### src/rtl/potb_pkg.sv
package potb_pkg;

  localparam int FUNC_W = 3;
  localparam int IDX_W  = 3;
  localparam int ST_W   = 2;
  localparam int KIND_W = 2;
  localparam int INFO_W = 32;

  localparam int IDX_COUNT = 1 << IDX_W;

  localparam int IN_DATA_W  = 72;
  localparam int OUT_DATA_W = 72;

  localparam logic [FUNC_W-1:0] FN_INIT    = 3'd0;
  localparam logic [FUNC_W-1:0] FN_START   = 3'd1;
  localparam logic [FUNC_W-1:0] FN_STOP    = 3'd2;
  localparam logic [FUNC_W-1:0] FN_DESTROY = 3'd3;
  localparam logic [FUNC_W-1:0] FN_TICK    = 3'd4;
  localparam logic [FUNC_W-1:0] FN_INFO    = 3'd5;

  localparam logic [ST_W-1:0] ST_CREATED   = 2'd0;
  localparam logic [ST_W-1:0] ST_STARTED   = 2'd1;
  localparam logic [ST_W-1:0] ST_STOPPED   = 2'd2;
  localparam logic [ST_W-1:0] ST_DESTROYED = 2'd3;

  localparam logic [KIND_W-1:0] KIND_DONE  = 2'd0;
  localparam logic [KIND_W-1:0] KIND_FIRED = 2'd1;
  localparam logic [KIND_W-1:0] KIND_INFO  = 2'd2;

  typedef struct packed {
    logic [FUNC_W-1:0] func;
    logic [INFO_W-1:0] start_delay;
    logic [INFO_W-1:0] period;
  } cmd_t;

  typedef struct packed {
    logic            fire;
    logic [ST_W-1:0] status;
  } fire_t;

endpackage

### src/rtl/potb_cell.sv
module potb_cell
  import potb_pkg::*;
#(
  parameter int CNT_W = 32
) (
  input  logic             clk,
  input  logic             rst_n,
  input  cmd_t             cmd,
  input  logic             cmd_we,
  input  logic             step,
  input  logic             tok_prev,
  output logic             tok_o,
  output logic [ST_W-1:0]  st_nxt_o,
  output logic [CNT_W-1:0] sd_o,
  output logic [CNT_W-1:0] per_o,
  output fire_t            fire_o
);

  logic [ST_W-1:0]  st_r, st_nxt;
  logic             tok_r, tok_nxt;
  logic [CNT_W-1:0] cnt_r, cnt_nxt;
  logic [CNT_W-1:0] sd_r, sd_nxt;
  logic [CNT_W-1:0] per_r, per_nxt;
  logic [CNT_W-1:0] reload;
  logic [CNT_W-1:0] new_sd, new_per;
  logic             expire;

  always_comb begin
    st_nxt  = st_r;
    cnt_nxt = cnt_r;
    sd_nxt  = sd_r;
    per_nxt = per_r;
    reload  = (sd_r != '0) ? sd_r : per_r;
    new_sd  = cmd.start_delay[CNT_W-1:0];
    new_per = cmd.period[CNT_W-1:0];
    expire  = (st_r == ST_STARTED) && (cnt_r <= CNT_W'(1));
    tok_nxt = step ? tok_prev : tok_r;
    if (cmd_we) begin
      unique case (cmd.func)
        FN_INIT: begin
          sd_nxt  = new_sd;
          per_nxt = new_per;
          cnt_nxt = (new_sd != '0) ? new_sd : new_per;
          st_nxt  = ST_CREATED;
        end
        FN_START: begin
          if (st_r == ST_CREATED || st_r == ST_STOPPED) begin
            cnt_nxt = reload;
            st_nxt  = ST_STARTED;
          end
        end
        FN_STOP: begin
          if (st_r == ST_STARTED) begin
            st_nxt = ST_STOPPED;
          end
        end
        FN_DESTROY: begin
          st_nxt = ST_DESTROYED;
        end
        default: ;
      endcase
    end else if (tok_r && step && st_r == ST_STARTED) begin
      if (expire) begin
        if (per_r != '0) begin
          cnt_nxt = per_r;
        end else begin
          cnt_nxt = '0;
          st_nxt  = ST_STOPPED;
        end
      end else begin
        cnt_nxt = cnt_r - CNT_W'(1);
      end
    end
  end

  always_ff @(posedge clk) begin
    if (!rst_n) begin
      st_r  <= ST_DESTROYED;
      tok_r <= 1'b0;
    end else begin
      st_r  <= st_nxt;
      tok_r <= tok_nxt;
    end
    cnt_r <= cnt_nxt;
    sd_r  <= sd_nxt;
    per_r <= per_nxt;
  end

  assign tok_o         = tok_r;
  assign st_nxt_o      = st_nxt;
  assign sd_o          = sd_r;
  assign per_o         = per_r;
  assign fire_o.fire   = tok_r && expire;
  assign fire_o.status = (per_r != '0) ? ST_STARTED : ST_STOPPED;

endmodule

### src/rtl/periodic_one_shot_timer_bank.sv
// Bank of NUM_TIMERS tick timers built as a row of cells, one per timer.
// Init, start, stop, destroy and info each answer with a single transfer;
// a new command is taken every cycle while the result register is free.
// A tick sends a token down the row, one cell per cycle while the result
// register is free: each started timer that expires gives a fire transfer
// in index order, and a done transfer with tlast closes the tick. No
// command is taken during a walk.
module periodic_one_shot_timer_bank
  import potb_pkg::*;
#(
  parameter int NUM_TIMERS = 8,
  parameter int TICK_WIDTH = 32
) (
  input  logic                  clk,
  input  logic                  rst_n,
  input  logic                  in_tvalid,
  output logic                  in_tready,
  // timer_index, start_delay, period, zero pad
  input  logic [IN_DATA_W-1:0]  in_tdata,
  // func
  input  logic [FUNC_W-1:0]     in_tuser,
  output logic                  out_tvalid,
  input  logic                  out_tready,
  // which_timer, timer_status, info_start_delay, info_period, zero pad
  output logic [OUT_DATA_W-1:0] out_tdata,
  // kind
  output logic [KIND_W-1:0]     out_tuser,
  output logic                  out_tlast
);

  localparam int CNT_W = (TICK_WIDTH < INFO_W) ? TICK_WIDTH : INFO_W;

  typedef enum logic [1:0] {S_IDLE, S_WALK, S_DONE} state_t;

  state_t            state_r;
  logic              out_valid_r;
  logic [KIND_W-1:0] kind_r;
  logic [IDX_W-1:0]  which_r;
  logic [ST_W-1:0]   status_r;
  logic [INFO_W-1:0] info_sd_r, info_per_r;
  logic              last_r;

  cmd_t              cmd;
  logic [IDX_W-1:0]  idx;
  logic              idx_ok;
  logic              slot_free, in_xfer, inject, is_tick;

  logic [NUM_TIMERS-1:0] sel, cmd_we, tok, tok_in;
  logic [ST_W-1:0]       st_nxt [NUM_TIMERS];
  logic [CNT_W-1:0]      sd     [NUM_TIMERS];
  logic [CNT_W-1:0]      per    [NUM_TIMERS];
  fire_t                 fire   [NUM_TIMERS];

  logic              fire_any;
  logic [IDX_W-1:0]  fire_idx;
  logic [ST_W-1:0]   fire_st;
  logic [ST_W-1:0]   rd_st;
  logic [CNT_W-1:0]  rd_sd, rd_per;
  logic [ST_W-1:0]   cmd_st;
  logic [INFO_W-1:0] cmd_sd, cmd_per;

  assign idx             = in_tdata[IDX_W-1:0];
  assign cmd.func        = in_tuser;
  assign cmd.start_delay = in_tdata[IDX_W +: INFO_W];
  assign cmd.period      = in_tdata[IDX_W+INFO_W +: INFO_W];
  assign idx_ok          = int'(idx) < NUM_TIMERS;
  assign is_tick         = (cmd.func == FN_TICK);

  assign slot_free = !out_valid_r || out_tready;
  assign in_tready = (state_r == S_IDLE) && slot_free;
  assign in_xfer   = in_tvalid && in_tready;
  assign inject    = in_xfer && is_tick;

  always_comb begin
    for (int i = 0; i < NUM_TIMERS; i++) begin
      sel[i]    = (i < IDX_COUNT) && (idx == IDX_W'(i));
      cmd_we[i] = in_xfer && !is_tick && sel[i];
      tok_in[i] = (i == 0) ? inject : tok[(i == 0) ? 0 : i - 1];
    end
  end

  for (genvar g = 0; g < NUM_TIMERS; g++) begin : g_cell
    potb_cell #(
      .CNT_W(CNT_W)
    ) u_cell (
      .clk     (clk),
      .rst_n   (rst_n),
      .cmd     (cmd),
      .cmd_we  (cmd_we[g]),
      .step    (slot_free),
      .tok_prev(tok_in[g]),
      .tok_o   (tok[g]),
      .st_nxt_o(st_nxt[g]),
      .sd_o    (sd[g]),
      .per_o   (per[g]),
      .fire_o  (fire[g])
    );
  end

  always_comb begin
    fire_any = 1'b0;
    fire_idx = '0;
    fire_st  = '0;
    rd_st    = '0;
    rd_sd    = '0;
    rd_per   = '0;
    for (int i = 0; i < NUM_TIMERS; i++) begin
      if (fire[i].fire) begin
        fire_any = 1'b1;
        fire_idx = fire_idx | IDX_W'(i);
        fire_st  = fire_st | fire[i].status;
      end
      if (sel[i]) begin
        rd_st  = rd_st | st_nxt[i];
        rd_sd  = rd_sd | sd[i];
        rd_per = rd_per | per[i];
      end
    end
    cmd_st  = idx_ok ? rd_st : ST_DESTROYED;
    cmd_sd  = (idx_ok && cmd.func == FN_INFO) ? INFO_W'(rd_sd) : '0;
    cmd_per = (idx_ok && cmd.func == FN_INFO) ? INFO_W'(rd_per) : '0;
  end

  always_ff @(posedge clk) begin
    if (!rst_n) begin
      state_r     <= S_IDLE;
      out_valid_r <= 1'b0;
    end else begin
      if (out_tready) begin
        out_valid_r <= 1'b0;
      end
      unique case (state_r)
        S_IDLE: begin
          if (in_xfer) begin
            if (is_tick) begin
              state_r <= S_WALK;
            end else begin
              out_valid_r <= 1'b1;
              kind_r      <= (cmd.func == FN_INFO) ? KIND_INFO : KIND_DONE;
              which_r     <= idx;
              status_r    <= cmd_st;
              info_sd_r   <= cmd_sd;
              info_per_r  <= cmd_per;
              last_r      <= 1'b1;
            end
          end
        end
        S_WALK: begin
          if (slot_free && fire_any) begin
            out_valid_r <= 1'b1;
            kind_r      <= KIND_FIRED;
            which_r     <= fire_idx;
            status_r    <= fire_st;
            info_sd_r   <= '0;
            info_per_r  <= '0;
            last_r      <= 1'b0;
          end
          if (slot_free && tok[NUM_TIMERS-1]) begin
            state_r <= S_DONE;
          end
        end
        S_DONE: begin
          if (slot_free) begin
            out_valid_r <= 1'b1;
            kind_r      <= KIND_DONE;
            which_r     <= '0;
            status_r    <= ST_CREATED;
            info_sd_r   <= '0;
            info_per_r  <= '0;
            last_r      <= 1'b1;
            state_r     <= S_IDLE;
          end
        end
        default: state_r <= S_IDLE;
      endcase
    end
  end

  assign out_tvalid = out_valid_r;
  assign out_tuser  = kind_r;
  assign out_tlast  = last_r;
  assign out_tdata  = {{(OUT_DATA_W - IDX_W - ST_W - 2*INFO_W){1'b0}},
                       info_per_r, info_sd_r, status_r, which_r};

`ifndef SYNTHESIS
  a_one_token: assert property (@(posedge clk) disable iff (!rst_n)
    $onehot0(tok))
    else $error("more than one walk token in the row");

  a_ready_no_walk: assert property (@(posedge clk) disable iff (!rst_n)
    in_tready |-> (tok == '0))
    else $error("input ready while a tick walk is in flight");

  a_fire_not_last: assert property (@(posedge clk) disable iff (!rst_n)
    (out_valid_r && kind_r == KIND_FIRED) |-> !last_r)
    else $error("fire transfer marked last");

  a_walk_ends: assert property (@(posedge clk) disable iff (!rst_n)
    (state_r == S_WALK && slot_free && tok[NUM_TIMERS-1]) |=> state_r == S_DONE)
    else $error("tick walk did not close");
`endif

endmodule
### config.mk
export PLATFORM = sky130hd
export DESIGN_NAME = periodic_one_shot_timer_bank
export DESIGN_NICKNAME = d
export VERILOG_FILES = /design/src/rtl/potb_pkg.sv /design/src/rtl/potb_cell.sv /design/src/rtl/periodic_one_shot_timer_bank.sv
export SDC_FILE = /design/constraint.sdc
export NUM_CORES = 2
export LEC_CHECK = 0
export BUFFER_PORTS_ARGS = -buffer_cell sky130_fd_sc_hd__buf_2
export CAP_MARGIN = 20
export CELL_PAD_IN_SITES_DETAIL_PLACEMENT = 1
export CELL_PAD_IN_SITES_GLOBAL_PLACEMENT = 2
export CORE_ASPECT_RATIO = 0.75
export CORE_MARGIN = 10
export CORE_UTILIZATION = 45
export DETAILED_ROUTE_END_ITERATION = 12
export PLACE_DENSITY_LB_ADDON = 0.1
export SYNTH_ARGS = -nofsm -noshare
export SYNTH_HDL_FRONTEND = slang
export SYNTH_SLANG_ARGS = --single-unit
### constraint.sdc
create_clock -name clk -period 21.2 [get_ports clk]
set_input_delay 2.12 -clock clk [delete_from_list [all_inputs] [get_ports clk]]
set_output_delay 2.12 -clock clk [all_outputs]
set_load 0.1 [all_outputs]
# After elaboration in Yosys (flattened, before gate mapping)
# Cells that the tools add are included.
# Widths: inputs -> output; s select.
classes:
  addsub: 8
  multipliers: 0
  div: 0
  magnitude_cmp: 8
  eq_ne: 52
  n_shift: 0
  n_mux: 208
  bitwise: 28
  n_reduce_logical: 111
ops:
  columns: ["operator", "count"]
  rows:
  - ["$mux 32", 73]
  - ["$reduce_bool 32->1", 17]
  - ["$pmux 32 s2", 8]
  - ["$or 32x32->32", 14]
  - ["$le 32x1->1 const B", 8]
  - ["$sub 32x1->32 const B", 8]
  - ["$pmux 32 s3", 2]
  - ["$mux 2", 85]
  - ["$pmux 2 s4", 8]
  - ["$ne 3x3->1 const B", 16]
  - ["$logic_and 1x1->1", 45]
  - ["$or 2x2->2", 14]
  - ["$mux 3", 8]
  - ["$reduce_and 3->1", 8]
  - ["$eq 2x1->1 const B", 9]
  - ["$eq 2x2->1 const B", 9]
  - ["$eq 3x3->1 const B", 6]
  - ["$logic_not 2->1", 9]
  - ["$mux 1", 18]
  - ["$pmux 2 s3", 3]
  - ["$reduce_and 2->1", 8]
  - ["$reduce_bool 2->1", 8]
  - ["$eq 3x2->1 const B", 4]
  - ["$ne 2x2->1 const B", 5]
  - ["other kinds (10)", 22]
totals:
  regBits: 867
  latch_bits: 0
  ramBits: 0
  romBits: 0
  out_inout_bits: 77
  memories: 0

# Longest topological paths before layout
depth:
  ltp_word: 25
  ltp_mapped: 12

# Hierarchy
# Synthesis repeated with hierarchy kept, for this count alone.
hier_totals:
  hier_cells: 4183
  area_unflattened_um2: 46652.2
modules_own_cells:
  columns: ["module", "instances", "cells_per_inst", "area_each_um2"]
  rows:
  - ["potb_cell (g_cell[0].u_cell ...)", 7, 451, 5104.9]
  - ["periodic_one_shot_timer_bank", 1, 555, 5656.7]
  - ["potb_cell (g_cell[7].u_cell)", 1, 471, 5261.3]

# Worst setup path after synthesis
# No wires, ideal clock.
synth_timing:
  path_kind: "input -> register"
  from: "input port in_tuser[2]"
  to: "register g_cell[3].u_cell.per_r[0] (enable)"
  setup_ps: 580
  t_arrival_ps: 7690
  t_required_ps: 20620
  slack_ps: 12930
  stages: 3
  path_buffers: 1
  path_cell_list: "clkbuf_1 > nor4_1 > nor3b_1"
synth_between:
  elab_chain_cells: 5
synth_rtl:
  columns: ["element", "line", "text"]
  rows:
  - ["start: declaration", "periodic_one_shot_timer_bank.sv:21", "input logic [FUNC_W-1:0] in_tuser,"]
  - ["$eq 3x3->1", "periodic_one_shot_timer_bank.sv:67", "assign is_tick = (cmd.func == FN_TICK);"]
  - ["$logic_not 1->1", "periodic_one_shot_timer_bank.sv:77", "cmd_we[i] = in_xfer && !is_tick && sel[i];"]
  - ["$logic_and 1x1->1 (2 in a row)", "periodic_one_shot_timer_bank.sv:77", null]
  - ["$reduce_and 2->1 (no source line) (*)", null, null]
  - ["end signal: assignment", "potb_cell.sv:86", "per_r <= per_nxt;"]
  - ["end: declaration", "potb_cell.sv:23", "logic [CNT_W-1:0] per_r, per_nxt;"]
# Mark *: on every way between the ends. The rest lies on a longest branch, timed or not.
# A chain may end at the register's enable or synchronous reset.

# Worst setup path after layout
layout_timing:
  from: "input port in_tdata[2]"
  to: "register status_r[1] (data pin)"
layout_between:
  elab_chain_cells: 21
layout_rtl:
  columns: ["element", "line", "text"]
  rows:
  - ["start: declaration", "periodic_one_shot_timer_bank.sv:19", "input logic [IN_DATA_W-1:0] in_tdata,"]
  - ["$logic_not 3->1", "periodic_one_shot_timer_bank.sv:76", "sel[i] = (i < IDX_COUNT) && (idx == IDX_W'(i));"]
  - ["$logic_and 1x1->1", "periodic_one_shot_timer_bank.sv:77", null]
  - ["$mux 2", "potb_cell.sv:38", "if (cmd_we) begin"]
  - ["$mux 2", "periodic_one_shot_timer_bank.sv:113", "if (sel[i]) begin"]
  - ["$or 2x2->2", "periodic_one_shot_timer_bank.sv:114", "rd_st = rd_st | st_nxt[i];"]
  - ["$mux 2", "periodic_one_shot_timer_bank.sv:113", null]
  - ["$or 2x2->2", "periodic_one_shot_timer_bank.sv:114", null]
  - ["$mux 2", "periodic_one_shot_timer_bank.sv:113", null]
  - ["(+5 left out)", null, null]
  - ["$mux 2", "periodic_one_shot_timer_bank.sv:113", null]
  - ["$or 2x2->2", "periodic_one_shot_timer_bank.sv:114", null]
  - ["$mux 2", "periodic_one_shot_timer_bank.sv:113", null]
  - ["$or 2x2->2", "periodic_one_shot_timer_bank.sv:114", null]
  - ["$mux 2 (*)", "periodic_one_shot_timer_bank.sv:113", null]
  - ["$mux 2 (*)", "periodic_one_shot_timer_bank.sv:135", "if (is_tick) begin"]
  - ["$mux 2 (*)", "periodic_one_shot_timer_bank.sv:134", "if (in_xfer) begin"]
  - ["$pmux 2 s3 (*)", "periodic_one_shot_timer_bank.sv:132", "unique case (state_r)"]
  - ["end signal: assignment", "periodic_one_shot_timer_bank.sv:141", "status_r <= cmd_st;"]
  - ["end signal: assignment", "periodic_one_shot_timer_bank.sv:153", "status_r <= fire_st;"]
  - ["end: declaration", "periodic_one_shot_timer_bank.sv:39", "logic [ST_W-1:0] status_r;"]
# Mark *: on every way between the ends. The rest lies on a longest branch, timed or not. The select of a mux whose other input is x is not followed.

==> metrics.csv <==
stage;metric;value;unit
floorplan;core_area;97480;µm²
grt;grt_max_degree;79;
synthesis;syn_area_per_cell;10.43;µm²
grt;track_usage;0.3363;
clock_tree;cts_hold_buffers;0;
synthesis;synthArstFlopShare;0;
drt;drt_iter0_drc;5543;
grt;antenna_found_initial;19;
worst_setup_path;cp-end-kind;register;
grt;overflow;0;
clock_tree;htreeDepth;3;
synthesis;ys_warn_count;0;
clock_tree;clk_pin_slew_worst_paths;0.06;ns
power_and_ir_drop;vdd_drop_max;0.00007270;V
worst_setup_path;critPathLaunchType;primary input;
sta;drv_slew;0;
grt;grt_pass1_vias;36560;
layout;nets;4426;
power_and_ir_drop;p_int;2.963;mW
status;run_status;finished clean;
power_and_ir_drop;p_comb_frac;0.069;
sta;worst_pin_slew;1.226;ns
worst_setup_path;path_class;primary input to register;
worst_setup_path;cp_common_cell;nand2_1;
clock_tree;cts_setup_buffers;0;
sta;setup_violations;0;
synthesis;syn_inst;4247;
power_and_ir_drop;clock_power_share;0.447;
synthesis;synth_top_area_cell;edfxtp_1;
power_and_ir_drop;power.density;78.74;nW/µm²
place;gp_congestion;0.9683;
worst_setup_path;worst_ep_arrival_time;6.00;ns
place;hpwlAfterDp;146700;µm
drt;postRouteAntennaNets;0;
layout;syn_to_final_growth;12.60;%
synthesis;synth_seq_cells;867;
worst_setup_path;max_stage_delay;0.77;ns
drt;dr.pass1.iters;6;
sta;hold_viol_final;0;
synthesis;synth.most_common_cell;edfxtp_1;
synthesis;ys_top_cells_by_count;edfxtp_1 (840), o21ai_0 (609), nor2_1 (424);
sta;post-route-period-util;0.2666;
clock_tree;root_buffer;clkbuf_16;
layout;utilization;0.5115;
power_and_ir_drop;p_sw_frac;0.2453;
drt;wl;195700;µm
min_path;worstHoldPathType;register to register;
sta;whs;0.5524;ns
floorplan;dieArea;111500;µm²
clock_tree;cts.sinks;867;
floorplan;initial_core_util;0.4542;
worst_setup_path;cp_slowest_cell;nor4_1;
worst_setup_path;r2r-start;g_cell[7].u_cell.cnt_r[22];
min_path;hold_start;g_cell[3].u_cell.tok_o;
synthesis;synth-main-ff-cell;edfxtp_1;
floorplan;io_pins;156;
power_and_ir_drop;total_power;3.926;mW
worst_setup_path;path_cells;buf_2, nand2_1, nor2_4, buf_4, nand2_1, nand3_1, or3_1, a21oi_1, nor4_1, a32oi_1;
synthesis;synthDistinctLibCells;78;
clock_tree;clockBufferDepth;3;
place;dp_cells;5536;
drt;via_count;38500;
clock_tree;tritoncts;yes;
sta;fin_tns_setup;0;ns
drt;routedWlPerCell;34.18;µm
floorplan;core.rowCount;99;
layout;drive_gt1_frac;0.1015;
synthesis;synth-seq-area-share;0.5819;
job;cap_viol_max_count;0;
clock_tree;cts-buffers-inserted;93;
floorplan;die_x;382.2;µm
sta;period_needed;5.653;ns
sta;fmax;176.9;MHz
synthesis;yosys.area.top_type_share;0.5697;
place;port_buffers;147;
synthesis;synth.area.top_cells;edfxtp_1 (57%), o21ai_0 (6.9%), a21oi_1 (4.3%), nor2_1 (3.6%), nand2_1 (3.1%);
grt;grt_pass1_wl;274700;µm
layout;fin_cells;5724;
worst_setup_path;crit_fanout;65;
drt;drcViolationCount;0;
drt;vias_per_cell;6.727;
sta;finalClockSkew;0.02147;ns
floorplan;die_h;291.7;µm
power_and_ir_drop;cellLeakagePower;15.68;nW
synthesis;synth_edf_count;840;
sta;rsz0062_at_grt;no;
clock_tree;cts_resized;0;
sta;max-slew-margin-rel;0.1799;
layout;n_fill_cell;10580;
worst_setup_path;required;21.55;ns
worst_setup_path;cp-startpoint;in_tdata[2];
power_and_ir_drop;power.switching;0.9631;mW
synthesis;netlist_area;44280;µm²
clock_tree;clk_latency;0.70;ns
power_and_ir_drop;pwr-share-seq;0.484;
-- cells in the final DEF, fill, tap and decap left out, drive strengths merged, types with 14 or more instances in the layout --
cell type	n
or3	41
xnor2	107
edfxtp	840
a221oi	69
a21oi	384
nand2	360
or2	16
or4	31
a31oi	89
buf	245
a22oi	131
bufinv	16
nor2	425
clkbuf	117
o31ai	17
ha	20
nand3	75
inv	29
nor3	104
dfxtp	27
xor2	75
nor4	206
o21ai	617
nand2b	14
nand4	54
clkinv	31
o211ai	14
nor2b	15
a22o	67
-- power by group through the flow --
stage	combinational, mW	clock [mW]	sequential (mW)
6_report	0.270	1.76	1.90
3_5_place_dp	0.254	0	1.94
3_3_place_gp	0.251	0	1.94
5_1_grt	0.276	1.83	1.90
2_1_floorplan	0.0930	0	1.97
4_1_cts	0.255	1.76	1.90
-- logic make-up after synthesis --
family,share of synthesized area
and+or+nand+nor,0.1546
AOI/OAI and AO/OA,0.1943
xor gates and xnor gates,0.03600
DFF,0.5819
other,0.00008469
muxes,0.002713
adders and majority gates,0.005651
buffers and inverters,0.02481
-- sequential cells by signal, summed over array words and instances (netlist names) --
signal / cells
which_r: 3
g_cell.u_cell.sd_o: 256
out_tlast: 1
info_sd_r: 32
out_tvalid: 1
g_cell.u_cell.st_r: 16
g_cell.u_cell.tok_o: 8
info_per_r: 32
out_tuser: 2
g_cell.u_cell.per_o: 256
g_cell.u_cell.cnt_r: 256
state_r: 2
status_r: 2
-- per-stage QoR --
stage	worst slack [ns]	cell area, µm²
6_report	15.55	49860
2_1_floorplan	12.93	44290
5_1_grt	15.53	49850
3_3_place_gp	15.12	46540
4_1_cts	15.74	49750
3_5_place_dp	15.12	46580
-- per-layer routing --
layer	track usage	share of wire
met1	0.5040	0.43
met2	0.4818	0.42
met3	0.08637	0.13
met4	0.07998	0.025
met5	0	0
-- final timing paths --
| kind | endpoint | slack [ns] | cells past startpoint |
|---|---|---|---|
| setup / recovery | status_r[1] | 15.55 | 10 |
| hold / removal | g_cell[3].u_cell.tok_o | 0.55 | 2 |
| setup reg to reg | info_per_r[3] | 15.92 | 10 |
| hold reg to reg | g_cell[3].u_cell.tok_o | 0.55 | 2 |
-- worst max-delay path: cells and delay by family --
kind / cells / cell delay, ns
AO/OA/AOI/OAI: 2 / 0.52
AND/OR/NAND/NOR: 6 / 2.40
buffers and inverters: 2 / 0.93
-- layout make-up --
class                   count  area, µm²  share of cell area
diodes                      7      17.52           0.0003513
clock buffers             116       2477             0.04969
clock inverters            56      696.9             0.01398
inverters                  26      97.59            0.001957
multi-input cells        3093      17640              0.3538
flip-flops and latches    867      25760              0.5168
well taps                1313       1643             0.03295
repair buffers            246       1523             0.03054
No activity file was read; power rests on OpenSTA's default activity.
